## config.mk

```make
export PLATFORM = sky130hd
export DESIGN_NAME = chromaticity_normalizer
export DESIGN_NICKNAME = d
export VERILOG_FILES = /design/src/rtl/cn_pkg.sv /design/src/rtl/cn_front.sv /design/src/rtl/cn_div_stage.sv /design/src/rtl/chromaticity_normalizer.sv
export SDC_FILE = /design/constraint.sdc
export NUM_CORES = 1
export LEC_CHECK = 0
export BUFFER_PORTS_ARGS = -buffer_cell sky130_fd_sc_hd__buf_2
export CAP_MARGIN = 20
export CORE_MARGIN = 2
export CORE_UTILIZATION = 65
export DETAILED_ROUTE_END_ITERATION = 8
export PLACE_DENSITY = 0.8
export SETUP_SLACK_MARGIN = 0.15
export SYNTH_ARGS = -nofsm -noshare
export SYNTH_HDL_FRONTEND = slang
export SYNTH_SLANG_ARGS = --single-unit
```

## constraint.sdc

```tcl
create_clock -name clk -period 19.5 [get_ports clk]
set_clock_uncertainty 0.2 [all_clocks]
set_input_delay 0.975 -clock clk [delete_from_list [all_inputs] [get_ports clk]]
set_output_delay 0.975 -clock clk [all_outputs]
set_load 0.05 [all_outputs]
```

## src/rtl/cn_pkg.sv

```systemverilog
// Shared types, constants and the divider step for the chromaticity normalizer.
`timescale 1ns / 1ps

package cn_pkg;

  localparam int unsigned CH_W           = 8;   // channel sample width
  localparam int unsigned SUM_W          = 10;  // r+g+b, 0..765
  localparam int unsigned PROD_W         = 16;  // 255*channel
  localparam int unsigned LANES          = 3;
  localparam int unsigned BITS_PER_STAGE = 2;   // quotient bits per pipe stage
  localparam int unsigned DIV_STAGES     = CH_W / BITS_PER_STAGE;

  // floor(sum/3) == (sum*683) >> 11 for every sum up to 765
  localparam int unsigned THIRD_SHIFT = 11;
  localparam logic [SUM_W-1:0] THIRD_RECIP = SUM_W'(683);

  localparam int unsigned LANE_R = 0;
  localparam int unsigned LANE_G = 1;
  localparam int unsigned LANE_B = 2;

  typedef logic [CH_W-1:0]  chan_t;
  typedef logic [SUM_W-1:0] sum_t;

  typedef enum logic {
    MODE_NORM      = 1'b0,
    MODE_INTENSITY = 1'b1
  } mode_t;

  // Word carried down the divider pipeline
  typedef struct packed {
    sum_t  [LANES-1:0] rem;        // partial remainder, below den unless the pixel is black
    chan_t [LANES-1:0] low;        // numerator bits not yet shifted in
    chan_t [LANES-1:0] quo;        // quotient bits so far
    sum_t              den;        // pixel sum
    chan_t             intensity;  // floor(sum/3)
    logic              zero;       // black pixel
    mode_t             mode;
  } div_word_t;

  // One restoring-division step on every lane
  function automatic div_word_t div_step(input div_word_t w);
    div_word_t        o;
    logic [SUM_W:0]   t;
    logic             take;
    o = w;
    for (int k = 0; k < LANES; k++) begin
      t    = {w.rem[k], w.low[k][CH_W-1]};
      take = (t >= {1'b0, w.den});
      o.rem[k] = take ? SUM_W'(t - {1'b0, w.den}) : t[SUM_W-1:0];
      o.low[k] = {w.low[k][CH_W-2:0], 1'b0};
      o.quo[k] = {w.quo[k][CH_W-2:0], take};
    end
    return o;
  endfunction

endpackage

```

## src/rtl/cn_front.sv

```systemverilog
// Input stage: pixel sum, scaled numerators and intensity.
`timescale 1ns / 1ps

module cn_front (
  input  logic              clk,
  input  logic              rst_n,
  input  logic              up_valid,
  input  cn_pkg::chan_t     red,
  input  cn_pkg::chan_t     green,
  input  cn_pkg::chan_t     blue,
  input  cn_pkg::mode_t     mode,
  input  logic              dn_ready,
  output logic              up_ready,
  output logic              valid_r,
  output cn_pkg::div_word_t data_r
);

  cn_pkg::div_word_t                  data_nxt;
  cn_pkg::sum_t                       sum;
  logic [cn_pkg::PROD_W-1:0]          prod [cn_pkg::LANES];
  logic [2*cn_pkg::SUM_W-1:0]         third_prod;
  cn_pkg::chan_t                      chans [cn_pkg::LANES];

  assign up_ready = !valid_r || dn_ready;

  always_comb begin
    chans[cn_pkg::LANE_R] = red;
    chans[cn_pkg::LANE_G] = green;
    chans[cn_pkg::LANE_B] = blue;
    sum = cn_pkg::SUM_W'(red) + cn_pkg::SUM_W'(green) + cn_pkg::SUM_W'(blue);
    third_prod = (2*cn_pkg::SUM_W)'(sum) * (2*cn_pkg::SUM_W)'(cn_pkg::THIRD_RECIP);
    data_nxt.den       = sum;
    data_nxt.zero      = (sum == '0);
    data_nxt.mode      = mode;
    data_nxt.intensity =
      third_prod[cn_pkg::THIRD_SHIFT+cn_pkg::CH_W-1:cn_pkg::THIRD_SHIFT];
    for (int k = 0; k < cn_pkg::LANES; k++) begin
      // 255*c = (c << 8) - c; high byte is already below a nonzero sum
      prod[k] = {chans[k], cn_pkg::CH_W'(0)} - {cn_pkg::CH_W'(0), chans[k]};
      data_nxt.rem[k] = cn_pkg::SUM_W'(prod[k][cn_pkg::PROD_W-1:cn_pkg::CH_W]);
      data_nxt.low[k] = prod[k][cn_pkg::CH_W-1:0];
      data_nxt.quo[k] = '0;
    end
  end

  always_ff @(posedge clk) begin
    if (!rst_n) begin
      valid_r <= 1'b0;
    end else if (up_ready) begin
      valid_r <= up_valid;
    end
  end

  always_ff @(posedge clk) begin
    if (up_ready && up_valid) begin
      data_r <= data_nxt;
    end
  end

endmodule

```

## src/rtl/cn_div_stage.sv

```systemverilog
// One divider pipe stage: two quotient bits on all three lanes.
`timescale 1ns / 1ps

module cn_div_stage (
  input  logic              clk,
  input  logic              rst_n,
  input  logic              up_valid,
  input  cn_pkg::div_word_t up_data,
  input  logic              dn_ready,
  output logic              up_ready,
  output logic              valid_r,
  output cn_pkg::div_word_t data_r
);

  cn_pkg::div_word_t data_nxt;

  assign up_ready = !valid_r || dn_ready;

  always_comb begin
    data_nxt = up_data;
    for (int s = 0; s < cn_pkg::BITS_PER_STAGE; s++) begin
      data_nxt = cn_pkg::div_step(data_nxt);
    end
  end

  always_ff @(posedge clk) begin
    if (!rst_n) begin
      valid_r <= 1'b0;
    end else if (up_ready) begin
      valid_r <= up_valid;
    end
  end

  always_ff @(posedge clk) begin
    if (up_ready && up_valid) begin
      data_r <= data_nxt;
    end
  end

  // remainder stays below divisor on a nonzero pixel
  a_rem_bound: assert property (@(posedge clk) disable iff (!rst_n)
    (valid_r && !data_r.zero) |->
      (data_r.rem[cn_pkg::LANE_R] < data_r.den) &&
      (data_r.rem[cn_pkg::LANE_G] < data_r.den) &&
      (data_r.rem[cn_pkg::LANE_B] < data_r.den))
    else $error("divider remainder not below sum");

  // a blocked stage keeps its word
  a_hold: assert property (@(posedge clk) disable iff (!rst_n)
    (valid_r && !dn_ready) |=> (valid_r && $stable(data_r)))
    else $error("stalled divider stage lost its word");

endmodule

```

## src/rtl/chromaticity_normalizer.sv

```systemverilog
// Top: normalized RGB chromaticity or intensity; one pixel/clock unless stalled.
`timescale 1ns / 1ps

//  channel  handshake                 payload
//  in       in_valid / in_stall       in_red, in_green, in_blue (8b each)
//  out      out_valid / out_stall     out_first, out_second, out_third (8b each)
//  cfg      cfg_valid / cfg_ready     cfg_mode (1b)
//
//  One pixel per clock sustained unless stalled; path: input stage + 4 divider
//  stages (2 quotient bits each), all registered. The radix-2 divider stages set the depth.
//  rst_n is synchronous: clears all stage valids and sets mode to normalized.
//  Stalls ripple back stage by stage; empty stages still fill, so in_stall
//  rises only when every stage holds a request.

module chromaticity_normalizer (
  input  logic          clk,
  input  logic          rst_n,
  input  logic          in_valid,
  output logic          in_stall,
  input  cn_pkg::chan_t in_red,
  input  cn_pkg::chan_t in_green,
  input  cn_pkg::chan_t in_blue,
  output logic          out_valid,
  input  logic          out_stall,
  output cn_pkg::chan_t out_first,
  output cn_pkg::chan_t out_second,
  output cn_pkg::chan_t out_third,
  input  logic          cfg_valid,
  output logic          cfg_ready,
  input  logic          cfg_mode
);

  cn_pkg::mode_t      mode_r;
  logic [cn_pkg::DIV_STAGES:0]   stg_valid;
  logic [cn_pkg::DIV_STAGES+1:0] stg_ready;   // top entry is the sink
  cn_pkg::div_word_t  stg_data [cn_pkg::DIV_STAGES+1];
  cn_pkg::div_word_t  fin;
  logic               in_acc;
  logic               out_acc;

  // mode register; the user must write it only while idle, the block does not enforce this
  assign cfg_ready = 1'b1;

  always_ff @(posedge clk) begin
    if (!rst_n) begin
      mode_r <= cn_pkg::MODE_NORM;
    end else if (cfg_valid) begin
      mode_r <= cn_pkg::mode_t'(cfg_mode);
    end
  end

  // stage 0: sum, 255*channel, intensity
  cn_front u_front (
    .clk      (clk),
    .rst_n    (rst_n),
    .up_valid (in_valid),
    .red      (in_red),
    .green    (in_green),
    .blue     (in_blue),
    .mode     (mode_r),
    .dn_ready (stg_ready[1]),
    .up_ready (stg_ready[0]),
    .valid_r  (stg_valid[0]),
    .data_r   (stg_data[0])
  );

  // stages 1..4: restoring division, MSB first
  for (genvar i = 1; i <= cn_pkg::DIV_STAGES; i++) begin : g_div
    cn_div_stage u_stage (
      .clk      (clk),
      .rst_n    (rst_n),
      .up_valid (stg_valid[i-1]),
      .up_data  (stg_data[i-1]),
      .dn_ready (stg_ready[i+1]),
      .up_ready (stg_ready[i]),
      .valid_r  (stg_valid[i]),
      .data_r   (stg_data[i])
    );
  end

  assign stg_ready[cn_pkg::DIV_STAGES+1] = !out_stall;
  assign in_stall = !stg_ready[0];

  // last stage register is the output register
  assign fin       = stg_data[cn_pkg::DIV_STAGES];
  assign out_valid = stg_valid[cn_pkg::DIV_STAGES];

  // black pixel forces zeros; divider would give all ones with a zero sum
  always_comb begin
    if (fin.zero) begin
      out_first  = '0;
      out_second = '0;
      out_third  = '0;
    end else if (fin.mode == cn_pkg::MODE_INTENSITY) begin
      out_first  = fin.intensity;
      out_second = fin.quo[cn_pkg::LANE_R];
      out_third  = fin.quo[cn_pkg::LANE_G];
    end else begin
      out_first  = fin.quo[cn_pkg::LANE_R];
      out_second = fin.quo[cn_pkg::LANE_G];
      out_third  = fin.quo[cn_pkg::LANE_B];
    end
  end

  assign in_acc  = in_valid && !in_stall;
  assign out_acc = out_valid && !out_stall;

  // back-pressure only when the whole pipe is full
  a_full_on_stall: assert property (@(posedge clk) disable iff (!rst_n)
    in_stall |-> (&stg_valid))
    else $error("input stalled with an empty stage");

  // requests in flight change only by accepts at either end
  a_conserve: assert property (@(posedge clk) disable iff (!rst_n)
    1'b1 |=> (int'($countones(stg_valid)) ==
              int'($past($countones(stg_valid))) + int'($past(in_acc))
              - int'($past(out_acc))))
    else $error("request lost or duplicated in pipe");

endmodule
```

# Word-level counts from Yosys, hierarchy flattened

Cells that the tools add are included.

Bits in registers: 330
Input port bits: 30
Output and inout bits: 27
Logic and storage cells: 157

Add/sub/neg operators: 26
Multipliers: 1
Magnitude comparators: 24
Muxes and demuxes: 27
Reduce and logical (&&, ||, !) cells: 18

Operators by type and width:

| kind                   | number |
|---|---|
| $ge 11x10->1           | 21 |
| $mux 10                | 21 |
| $sub 10x10->10         | 18 |
| $mux 8                 | 6 |
| $sub 16x8->16          | 3 |
| $ge 9x10->1            | 3 |
| $sub 9x10->10          | 3 |
| $mul 10x10->19 const B | 1 |
| $add 10x8->10          | 1 |
| $logic_not 10->1       | 1 |
| $add 8x8->9            | 1 |
| $logic_not 1->1        | 7 |
| $logic_and 1x1->1      | 5 |
| $logic_or 1x1->1       | 5 |

# Longest topological paths before layout

Gate-level depths: netlist of the first run.

Word-level depth: 7
Gate-level depth with buffers: 32
Depth with buffers taken out: 31

# Modules after synthesis

Synthesis of the first run repeated with hierarchy kept, for this count alone.

Cells, all modules: 2604
Area total of the unflattened synthesis: 30172.7 um2

Modules (own cells, without submodules):

| module                              | times used | cells each | area an instance (um2) | sequential area each (um2) |
|---|---|---|---|---|
| cn_div_stage (g_div[2].u_stage ...) | 2          | 520        | 6122.1                 | 2782.7 |
| cn_div_stage (g_div[1].u_stage)     | 1          | 540        | 6179.7                 | 2782.7 |
| cn_div_stage (g_div[3].u_stage)     | 1          | 520        | 6119.6                 | 2782.7 |
| cn_front                            | 1          | 444        | 5185.0                 | 2062.0 |
| chromaticity_normalizer             | 1          | 60         | 444.2                  | 20.0 |

# Worst setup path before layout of the first run

Ideal clock, no wire load.

Path kind: input to register
Start: in in_red[0]
End: reg u_front.data_r[9] (netlist bit) (data pin)
Library setup time: 0.268 ns
Data arrival time: 7.374 ns
Required time: 19.032 ns
Setup slack: 11.658 ns
Cell stages on the path: 32
Path buffers: 1
Cells stage by stage: ha_1 inv_1 fa_1 inv_1 a21oi_1 o21bai_1 xor2_1 ha_1 o21a_1 o31ai_1 a21boi_0 o21a_1 or2_2 clkbuf_1 inv_1 ha_1 ha_1 inv_1 fa_1 inv_1 fa_1 inv_1 fa_1 inv_1 ha_1 a2111oi_0 o31ai_1 a21oi_1 o21ai_0 a41o_1 a31oi_1 xnor3_1

RTL lines:

| item                 | RTL line                      | text |
|---|---|---|
| from (decl)          | chromaticity_normalizer.sv:20 | `input cn_pkg::chan_t in_red,` |
| to (signal assigned) | cn_front.sv:56                | `data_r <= data_nxt;` |
| to (decl)            | cn_front.sv:15                | `output cn_pkg::div_word_t data_r` |

==> results of run 1 <==
[sequential cells by signal, indices dropped and copies added, names as in the netlist]
| register | count |
|---|---|
| u_front.data_r | 68 |
| mode_r | 1 |
| g_div.u_stage.data_r | 256 |
| u_front.valid_r | 1 |
| g_div.u_stage.valid_r | 4 |
[per-stage QoR]
stage | hold slack (ns) | setup slack (ns) | utilization, %
finish | 0.209 | 11.41 | 71.0
global placement | 0.202 | 11.11 | 68.0
global route | 0.214 | 10.89 | 71.0
detailed placement | 0.205 | 10.92 | 68.0
CTS | 0.204 | 11.43 | 70.9
floorplan | 0.200 | 11.66 | -
[power by group]
| part | leakage (uW) | internal [uW] | total [uW] | switching (uW) |
|---|---|---|---|---|
| logic | 0.00766 | 1260 | 2750 | 1490 |
| clock network | 0.000562 | 388 | 662 | 274 |
| registers | 0.00309 | 995 | 1040 | 47.7 |
[metal layers]
| layer | up-vias | part of all wire [%] | track usage, % |
|---|---|---|---|
| li1 | 8788 | - | - |
| met1 | 8646 | 42 | 35.3 |
| met2 | 599 | 48 | 49.6 |
| met3 | 173 | 4.6 | 3.23 |
| met4 | 0 | 5.6 | 15.1 |
| met5 | - | 0 | 0 |
[Yosys cell counts, types with 5 or more instances]
| library cell | number |
|---|---|
| a211oi_1 | 14 |
| a21boi_0 | 18 |
| a21o_1 | 56 |
| a21oi_1 | 124 |
| a221o_1 | 5 |
| a221oi_1 | 5 |
| a31oi_1 | 7 |
| and2_1 | 8 |
| and3_1 | 13 |
| and4_1 | 5 |
| buf_2 | 6 |
| clkbuf_1 | 14 |
| dfxtp_1 | 6 |
| edfxtp_1 | 324 |
| fa_1 | 42 |
| ha_1 | 313 |
| inv_1 | 181 |
| mux2_1 | 7 |
| mux2_2 | 104 |
| mux2_4 | 14 |
| mux2i_1 | 52 |
| nand2_1 | 92 |
| nand2b_1 | 27 |
| nand3_1 | 37 |
| nand4_1 | 32 |
| nor2_1 | 170 |
| nor2b_1 | 69 |
| nor3_1 | 45 |
| nor4_1 | 6 |
| o211ai_1 | 16 |
| o21a_1 | 38 |
| o21ai_0 | 127 |
| o21bai_1 | 10 |
| o31a_1 | 12 |
| o31ai_1 | 15 |
| o41ai_1 | 8 |
| or2_2 | 6 |
| or3_1 | 18 |
| xnor2_1 | 114 |
| xor2_1 | 48 |
[path summary, 6_finish.rpt]
| check | from | end | slack, ns |
|---|---|---|---|
| setup / recovery | in_red[0] | u_front.data_r[9] | 11.41 |
| hold / removal | g_div[1].u_stage.data_r[54] | g_div[2].u_stage.data_r[56] | 0.21 |
| setup reg to reg | g_div[1].u_stage.data_r[11] | g_div[2].u_stage.data_r[82] | 12.69 |
| hold reg to reg | g_div[1].u_stage.data_r[54] | g_div[2].u_stage.data_r[56] | 0.21 |
[logic make-up after synthesis]
logic type      Yosys count
other cells               2
simple gates            550
compound gates          531
xor+xnor                163
buf+inv                 210
flops                   330
fa+ha+maj               355
mux                     177
[layout by cell type, fill, tap and decap left out, types with 66 or more instances in the layout]
| master | instances |
|---|---|
| mux2_2 | 104 |
| nor2_1 | 170 |
| nand2_1 | 92 |
| xnor2_1 | 114 |
| a21oi_1 | 124 |
| ha_1 | 313 |
| o21ai_0 | 127 |
| nor2b_1 | 66 |
| inv_1 | 181 |
| edfxtp_1 | 324 |
[area by class of cell]
type	count	area share, %
Timing Repair Buffer	66	1.36
Inverter	185	2.55
Multi-Input combinational cell	1778	53.5
Clock buffer	40	3.27
Clock inverter	23	0.925
Tap cell	518	2.37
Sequential cell	330	36.1
==> flow_summary.yaml, run 1 <==
synth:
  synth_nets: 2703
  synth-compound-area-share_pct: 14.4
  synthAdderAreaFrac_pct: 18.9
  seq_area_frac_synth_pct: 39.0
  yosysTopAreaCellShare_pct: 38.6
  synth-edff-count: 324
  synth-seq-cells: 330
  synth_area_leaders: "edfxtp_1 39%, ha_1 16%, mux2_2 4.6%, xnor2_1 4.0%, fa_1 3.3%"
  syn_area_um2: 25200
  synth-simple-area-share_pct: 10.9
  synthXorXnorAreaFrac_pct: 5.71
  synthDistinctLibCells: 104
  synth_top_area_cell: "edfxtp_1"
  synth_top_family_by_area: "adder cells"
  synthMuxAreaShare_pct: 7.85
  synth-main-ff-cell: "edfxtp_1"
  ys_warn_count: 0
  synth.avg_cell_area_um2: 10.9
  async_flop_share_pct: 0
  syn-instance-count: 2318
worst_hold_path:
  worstHoldPathCells: 0
  hp-class: "flip-flop to flip-flop"
global_routing:
  grt_use_total_pct: 28.7
  gr-total-overflow: 0
  grt_pass1_wl_um: 93100
  antenna_found_initial: 0
  grt_pass1_vias: 18336
  grt_max_degree: 75
cells_and_area:
  n_fill_cell: 2698
  drive_above_1_share_pct: 11.9
  multi_input_area_um2: 14600
  ff_latch_area_um2: 9850
  n_antenna_cell: 0
  nets: 2781
  final_cell_area_um2: 27300
  layoutNonFillerInstCount: 2940
  synthToLayoutAreaGrowth_pct: 8.27
timing:
  hold_violations: 0
  fin_tns_setup_ns: 0
  fin_crit_sh_pct: 41.5
  setup_violations: 0
  clock.fmax_ghz: 0.124
  worst_pin_slew_ns: 1.09
  drv_slew: 0
  grt_setup_unrepaired: "no"
  period_needed_ns: 8.09
  max_slew_margin_pct: 27.0
power_and_ir_drop:
  power_uw: 4450
  p_per_area_nw_per_um2: 163
  leakage_uw: 0.0113
  vdd_ir_drop_max_mv: 0.177
setup_path:
  cp_common_cell: "inv_1"
  timing.critical_path.depth: 30
  path_buf_inv: 8
  path_delay_family: "adder cells"
  worstPathArrival_ns: 8.16
  cpMaxStageDelayCell: "fa_1"
  critical_path_class: "input pin to flip-flop"
  cpPeakStageDelay_ns: 0.53
  crit_fanout: 6
  crit_path_start_kind: "input pin"
  crit_required_ns: 19.57
  reg2reg_depth: 17
  end_kind: "flip-flop"
routing:
  drc: 0
  vias: 18206
  routed_wirelength_um: 57600
  via_per_inst: 6.19
  first_pass_iters: 6
  ant_nets: 0
  wl_per_cell_um: 19.6
  dr.first_iter.drc_count: 1471
clock_tree:
  worstSkewPairLatency_ns: 0.54
  cts-resized-gates: 0
  cts.path.max_buffers: 3
  cts_root_buffer: "clkbuf_16"
  cts_sinks: 330
  post_cts_buffers: 0
  htreeDepth: 2
  cts-hold-fix-buffers: 0
  clk_pin_slew_ns: 0.06
  cts_buffers: 35
  cts_tree: "done"
die:
  chipHeight_um: 201
  initial_utilization_pct: 65.6
  pin_count: 57
  fp.dieW_um: 201
  die_area_um2: 40400
  core-area_um2: 38500
  fp-row-count: 72
outcome:
  status: "completed"
placed_design:
  gp_congestion: 0.948
  placed_cell_area_um2: 26100
  dp_hpwl_um: 45000
  dp_cells: 2874
  io_buffers: 55
run:
  cap_violations: 0
(Power assumes the default switching activity.)
==> run 2, diff against run 1 <==
--- a/config.mk
+++ b/config.mk
@@ -8,9 +8,9 @@
 export BUFFER_PORTS_ARGS = -buffer_cell sky130_fd_sc_hd__buf_2
 export CAP_MARGIN = 20
 export CORE_MARGIN = 2
-export CORE_UTILIZATION = 65
+export CORE_UTILIZATION = 58
 export DETAILED_ROUTE_END_ITERATION = 8
-export PLACE_DENSITY = 0.8
+export PLACE_DENSITY = 0.76
 export SETUP_SLACK_MARGIN = 0.15
 export SYNTH_ARGS = -nofsm -noshare
 export SYNTH_HDL_FRONTEND = slang
==> constraint.sdc (replaced) <==
create_clock -name clk -period 7.3 [get_ports clk]
set_clock_uncertainty 0.2 [all_clocks]
set_input_delay 0.365 -clock clk [delete_from_list [all_inputs] [get_ports clk]]
set_output_delay 0.365 -clock clk [all_outputs]
set_load 0.05 [all_outputs]
==> flow_summary.yaml, run 2 (same netlist as run 1, synthesis figures left out) <==
global_routing:
  gr-total-overflow: 0
  met3_usage_pct: 3.23
  grt.met1_usage_pct: 32.5
  grt_use_total_pct: 26.1
  antenna_found_initial: 0
  met2_usage_pct: 44.7
  grt_pass1_wl_um: 92600
  grt_pass1_vias: 18052
  busiest_layer: "met2"
  grt_max_degree: 75
die:
  initial_utilization_pct: 58.7
  chipHeight_um: 213
  core-area_um2: 43000
  pin_count: 57
  fp-row-count: 76
  fp.dieW_um: 213
  die_area_um2: 45200
setup_path:
  end_kind: "flip-flop"
  cpPeakStageDelay_ns: 0.53
  critical_path_class: "input pin to flip-flop"
  crit_required_ns: 7.39
  crit_fanout: 4
  worstPathArrival_ns: 6.93
  cpMaxStageDelayCell: "dlygate4sd3_1"
  crit_path_start_kind: "input pin"
routing:
  drc: 0
  ant_nets: 0
  routed_wirelength_um: 57500
  wl_per_cell_um: 18.8
  dr.first_iter.drc_count: 1391
  via_per_inst: 5.97
  first_pass_iters: 5
  vias: 18212
run:
  cap_violations: 0
timing:
  hold_violations: 0
  worst_pin_slew_ns: 0.953
  worst_slack_ns: 0.461
  clock.fmax_ghz: 0.146
  grt_setup_unrepaired: "no"
  max_slew_margin_pct: 36.5
  setup_violations: 0
  fin_crit_sh_pct: 93.7
  drv_slew: 0
  period_needed_ns: 6.84
clock_tree:
  worstSkewPairLatency_ns: 0.56
  cts_buffers: 36
  cts_root_buffer: "clkbuf_16"
  cts_sinks: 330
  cts_tree: "done"
  cts.path.max_buffers: 3
  clk_pin_slew_ns: 0.06
  htreeDepth: 2
placed_design:
  dp_hpwl_um: 45100
  placed_cell_area_um2: 26500
  io_buffers: 55
  post-place-ws_ns: -0.131
  gp_congestion: 0.914
outcome:
  status: "completed"
cells_and_area:
  drive_above_1_share_pct: 13.0
  n_fill_cell: 3328
  layout_common_cells: "324 x edfxtp_1, 313 x ha_1, 181 x inv_1, 170 x nor2_1, 126 x o21ai_0"
  ff_latch_area_um2: 9850
  synthToLayoutAreaGrowth_pct: 9.91
  nets: 2824
  final_cell_area_um2: 27700
  multi_input_area_um2: 14600
  largest_reg_flops: 256
  n_antenna_cell: 0
  regMostFlops: "g_div.u_stage.data_r"
  final_common_cell: "edfxtp_1"
  reg_top3: "g_div.u_stage.data_r x256, u_front.data_r x68, g_div.u_stage.valid_r x4"
power_and_ir_drop:
  leakage_uw: 0.0115
  vdd_ir_drop_max_mv: 0.481
  p_per_area_nw_per_um2: 433
worst_hold_path:
  hp-class: "input pin to flip-flop"
run 2: cell count changes in the layout (fill, tap and decap cells not counted), sizes merged:
cell	previous run	this run
dlygate4sd3	0	10
clkbuf	41	46
inv	188	187
buf	65	98
clkinv	14	13
bufinv	4	1
clkinvlp	2	3
run 2: power by group:
part / switching (uW) / total [uW] / internal (uW)
Combinational: 3980 / 7500 / 3520
Sequential: 134 / 2790 / 2660
Clock: 743 / 1730 / 983
Total: 4860 / 12000 / 7160
run 2: metrics by stage:
step	std cells	setup TNS [ns]	util, %	power (uW)	hold slack (ns)
after CTS	3047	0	64.4	12000	0.00162
final	3051	0	64.5	12000	0.0250
after detailed placement	2972	-0.234	61.6	10200	0.205
after global placement	2972	-0.0937	61.6	9910	0.201
after floorplan	2318	0	-	8550	0.200
after global routing	3051	0	64.5	13000	0.0290
run 2: final timing paths:
kind                          startpoint                          end  slack (ns)  cells after the start
min                          in_green[5]           u_front.data_r[83]        0.02                      2
max reg2reg           u_front.data_r[11]  g_div[1].u_stage.data_r[20]        1.24                     17
max                            in_red[4]            u_front.data_r[9]        0.46                     29
min reg2reg  g_div[3].u_stage.data_r[25]  g_div[4].u_stage.data_r[27]        0.21                      0
run 2: worst max-delay path: cells and delay by family:
| family | cells | cell delay, ns |
|---|---|---|
| AOI/OAI and AO/OA | 11 | 1.92 |
| xor gates and xnor gates | 2 | 0.39 |
| adders and majority gates | 8 | 2.99 |
| buffers and inverters | 7 | 0.96 |
| and+or+nand+nor | 1 | 0.31 |
run 2: per-layer routing:
metal  vias to the layer above  part of all wire, %
met1                      8687                   42
met4                         0                  5.1
met2                       512                   48
met3                       145                  4.4
met5                         -                    0
li1                       8868                    -
run 2: timing repair:
| action | CTS | global route |
|---|---|---|
| setup endpoints to repair | 0 | 2 |
| hold buffers | 10 | 0 |
| hold endpoints to repair | 10 | 0 |
| buffers inserted | 0 | 2 |
| gates resized for setup | 0 | 3 |
run 2: area by class of cell:
type	count	share of cell area [%]
sequential	330	35.5
multi-input combinational	1778	52.7
timing repair buffer	108	2.56
clock buffer	46	3.49
inverter	185	2.51
tap	585	2.64
clock inverter	19	0.559
==> run 3, diff against run 2 <==
--- a/config.mk
+++ b/config.mk
@@ -5,12 +5,13 @@
 export SDC_FILE = /design/constraint.sdc
 export NUM_CORES = 1
 export LEC_CHECK = 0
+export ABC_AREA = 1
 export BUFFER_PORTS_ARGS = -buffer_cell sky130_fd_sc_hd__buf_2
 export CAP_MARGIN = 20
 export CORE_MARGIN = 2
-export CORE_UTILIZATION = 58
+export CORE_UTILIZATION = 59
 export DETAILED_ROUTE_END_ITERATION = 8
-export PLACE_DENSITY = 0.76
+export PLACE_DENSITY = 0.77
 export SETUP_SLACK_MARGIN = 0.15
 export SYNTH_ARGS = -nofsm -noshare
 export SYNTH_HDL_FRONTEND = slang
==> flow_summary.yaml, run 3 <==
timing:
  grt_setup_unrepaired: "yes"
  fin_tns_setup_ns: 0
  clock.fmax_ghz: 0.148
  worst_pin_slew_ns: 1.01
  worst_slack_ns: 0.527
  hold_violations: 0
  drv_slew: 0
  period_needed_ns: 6.77
  setup_violations: 0
  max_slew_margin_pct: 32.6
  fin_crit_sh_pct: 92.8
global_routing:
  gr-total-overflow: 0
  grt_pass1_vias: 21631
  antenna_found_initial: 0
  grt_pass1_wl_um: 111000
  grt_max_degree: 75
  grt_use_total_pct: 29.5
setup_path:
  cpPeakStageDelay_ns: 0.53
  worstPathArrival_ns: 6.91
  crit_fanout: 5
  cp_common_cell: "inv_1"
  crit_path_start_kind: "input pin"
  end_kind: "flip-flop"
  path_delay_family: "adder cells"
  path_buf_inv: 10
  critical_path_class: "input pin to flip-flop"
  cpMaxStageDelayCell: "fa_1"
  crit_required_ns: 7.44
routing:
  drc: 0
  first_pass_iters: 6
  via_per_inst: 5.67
  routed_wirelength_um: 70300
  ant_nets: 0
  vias: 22790
  dr.first_iter.drc_count: 1691
  wl_per_cell_um: 17.5
clock_tree:
  worstSkewPairLatency_ns: 0.58
  htreeDepth: 2
  cts_tree: "done"
  cts.path.max_buffers: 3
  cts_root_buffer: "clkbuf_16"
  clk_pin_slew_ns: 0.06
  cts_sinks: 330
  cts_buffers: 40
synth:
  synth-seq-cells: 330
  synth.most_common_cell: "nand2_1"
  ys_top_cells_by_count: "911 x nand2_1, 412 x inv_1, 324 x edfxtp_1, 313 x ha_1, 259 x nand3_1"
  synth-main-ff-cell: "edfxtp_1"
  async_flop_share_pct: 0
  synth.avg_cell_area_um2: 8.18
  synthDistinctLibCells: 63
  synth_area_leaders: "edfxtp_1 36%, ha_1 14%, nand2_1 13%, inv_1 5.7%, nand3_1 4.8%"
  syn_area_um2: 27000
  synth_nets: 3690
  seq_area_frac_synth_pct: 36.4
  synth_top_area_cell: "edfxtp_1"
  syn-instance-count: 3305
  ys_warn_count: 0
  yosysTopAreaCellShare_pct: 36.0
  synth-edff-count: 324
cells_and_area:
  layoutNonFillerInstCount: 4021
  regMostFlops: "g_div.u_stage.data_r"
  synthToLayoutAreaGrowth_pct: 8.90
  n_antenna_cell: 0
  layout_common_cells: "907 x nand2_1, 410 x inv_1, 324 x edfxtp_1, 313 x ha_1, 259 x nand3_1"
  final_cell_area_um2: 29500
  final_common_cell: "nand2_1"
  reg_top3: "g_div.u_stage.data_r x256, u_front.data_r x68, g_div.u_stage.valid_r x4"
  nets: 3774
  drive_above_1_share_pct: 6.40
  largest_reg_flops: 256
die:
  initial_utilization_pct: 59.7
  core-area_um2: 45300
  die_area_um2: 47600
  fp-row-count: 78
  chipHeight_um: 218
  fp.dieW_um: 218
  pin_count: 57
run:
  cap_violations: 0
worst_hold_path:
  hp-class: "input pin to flip-flop"
placed_design:
  placed_cell_area_um2: 27900
  dp_hpwl_um: 54100
  gp_congestion: 0.949
  io_buffers: 55
  post-place-ws_ns: 0.364
  dp_cells: 3921
power_and_ir_drop:
  pwr-share-seq_pct: 19.7
  p_per_area_nw_per_um2: 499
  combPwrFrac_pct: 67.2
  intPower_uw: 7480
  power_uw: 14700
  p_clk_share_pct: 13.1
  vdd_ir_drop_max_mv: 1.09
  p_switching_uw: 7230
  switching_share_pct: 49.2
  leakage_uw: 0.0140
outcome:
  status: "completed"
==> run 3: cell types whose count changed after synthesis, moves of 42 or more <==
| cell | previous run | this run |
|---|---|---|
| xor2_1 | 48 | 91 |
| xnor2_1 | 114 | 61 |
| nand4_1 | 32 | 74 |
| o21ai_0 | 127 | 83 |
| mux2i_1 | 52 | 0 |
| a21oi_1 | 124 | 201 |
| nand3_1 | 37 | 259 |
| nor2_1 | 170 | 246 |
| inv_1 | 181 | 412 |
| nor2b_1 | 69 | 0 |
| nand2_1 | 92 | 911 |
| mux2_2 | 104 | 0 |
==> run 3: kinds of logic (layout without fill, tap and decap cells) <==
kind of cell,after synthesis,after routing,share of synthesized area [%]
flops,330,330,36.4
compound gates,393,393,8.33
xor+xnor,152,152,4.92
other cells,2,2,0.0278
buf+inv,464,580,6.86
fa+ha+maj,355,355,17.6
simple gates,1609,1609,25.9
==> run 3: through the flow <==
stage	hold slack [ns]	util (%)
after floorplan	0.200	-
after global placement	0.201	61.5
after detailed placement	0.205	61.5
after CTS	0.000163	64.9
after global routing	0.0137	65.0
final	0.0165	65.0
==> run 3: worst paths after layout <==
path                              startpoint                          end  slack (ns)  cells after the start
hold reg to reg   g_div[1].u_stage.data_r[3]   g_div[2].u_stage.data_r[3]        0.22                      0
hold / removal                    in_blue[6]           u_front.data_r[66]        0.02                      2
setup / recovery                   in_red[0]            u_front.data_r[9]        0.53                     36
setup reg to reg          u_front.data_r[11]  g_div[1].u_stage.data_r[95]        1.80                     15
==> run 3: per-layer routing <==
metal  global-route usage, %  vias up  share of wire [%]
li1                        -    11317                  -
met1                    37.7    10625                 43
met2                    50.7      705                 48
met3                    3.41      143                5.0
met4                    12.2        0                4.1
met5                       0        -                  0
==> run 3: layout make-up <==
type	instances	area (um^2)
repair buffers	85	573
clock buffers	49	1050
inverters	421	1580
clock inverters	25	241
well taps	600	751
flip-flops and latches	330	9850
fillers	3792	15800
multi-input cells	2511	15400
==> run 3: power groups by stage <==
stage	registers, uW	clock network [uW]	logic [uW]
after floorplan	2850	0	7500
after global placement	2920	0	9260
after detailed placement	2930	0	9450
after CTS	2890	1950	9550
after global routing	2910	2030	11200
final	2900	1930	9890
==> run 3: worst reg2reg max path, stage by stage (launching register included) <==
cell	delay, ns
edfxtp_1	0.62
inv_1	0.41
fa_1	0.65
nand4_4	0.22
nand4_1	0.51
nand2_1	0.23
nand2_1	0.13
ha_1	0.36
a21oi_1	0.23
o21ai_0	0.14
nand2_1	0.10
nand4_1	0.07
a21oi_1	0.62
nand2_1	0.48
nand2_1	0.16
nand2_1	0.10
==> run 3: timing repair <==
item / 4_1_cts / 5_1_grt
hold buffers: 24 / 0
setup buffers: 0 / 1
gates resized for setup: 0 / 11
endpoints found under the hold margin: 26 / 0
endpoints found under the setup margin: 0 / 7
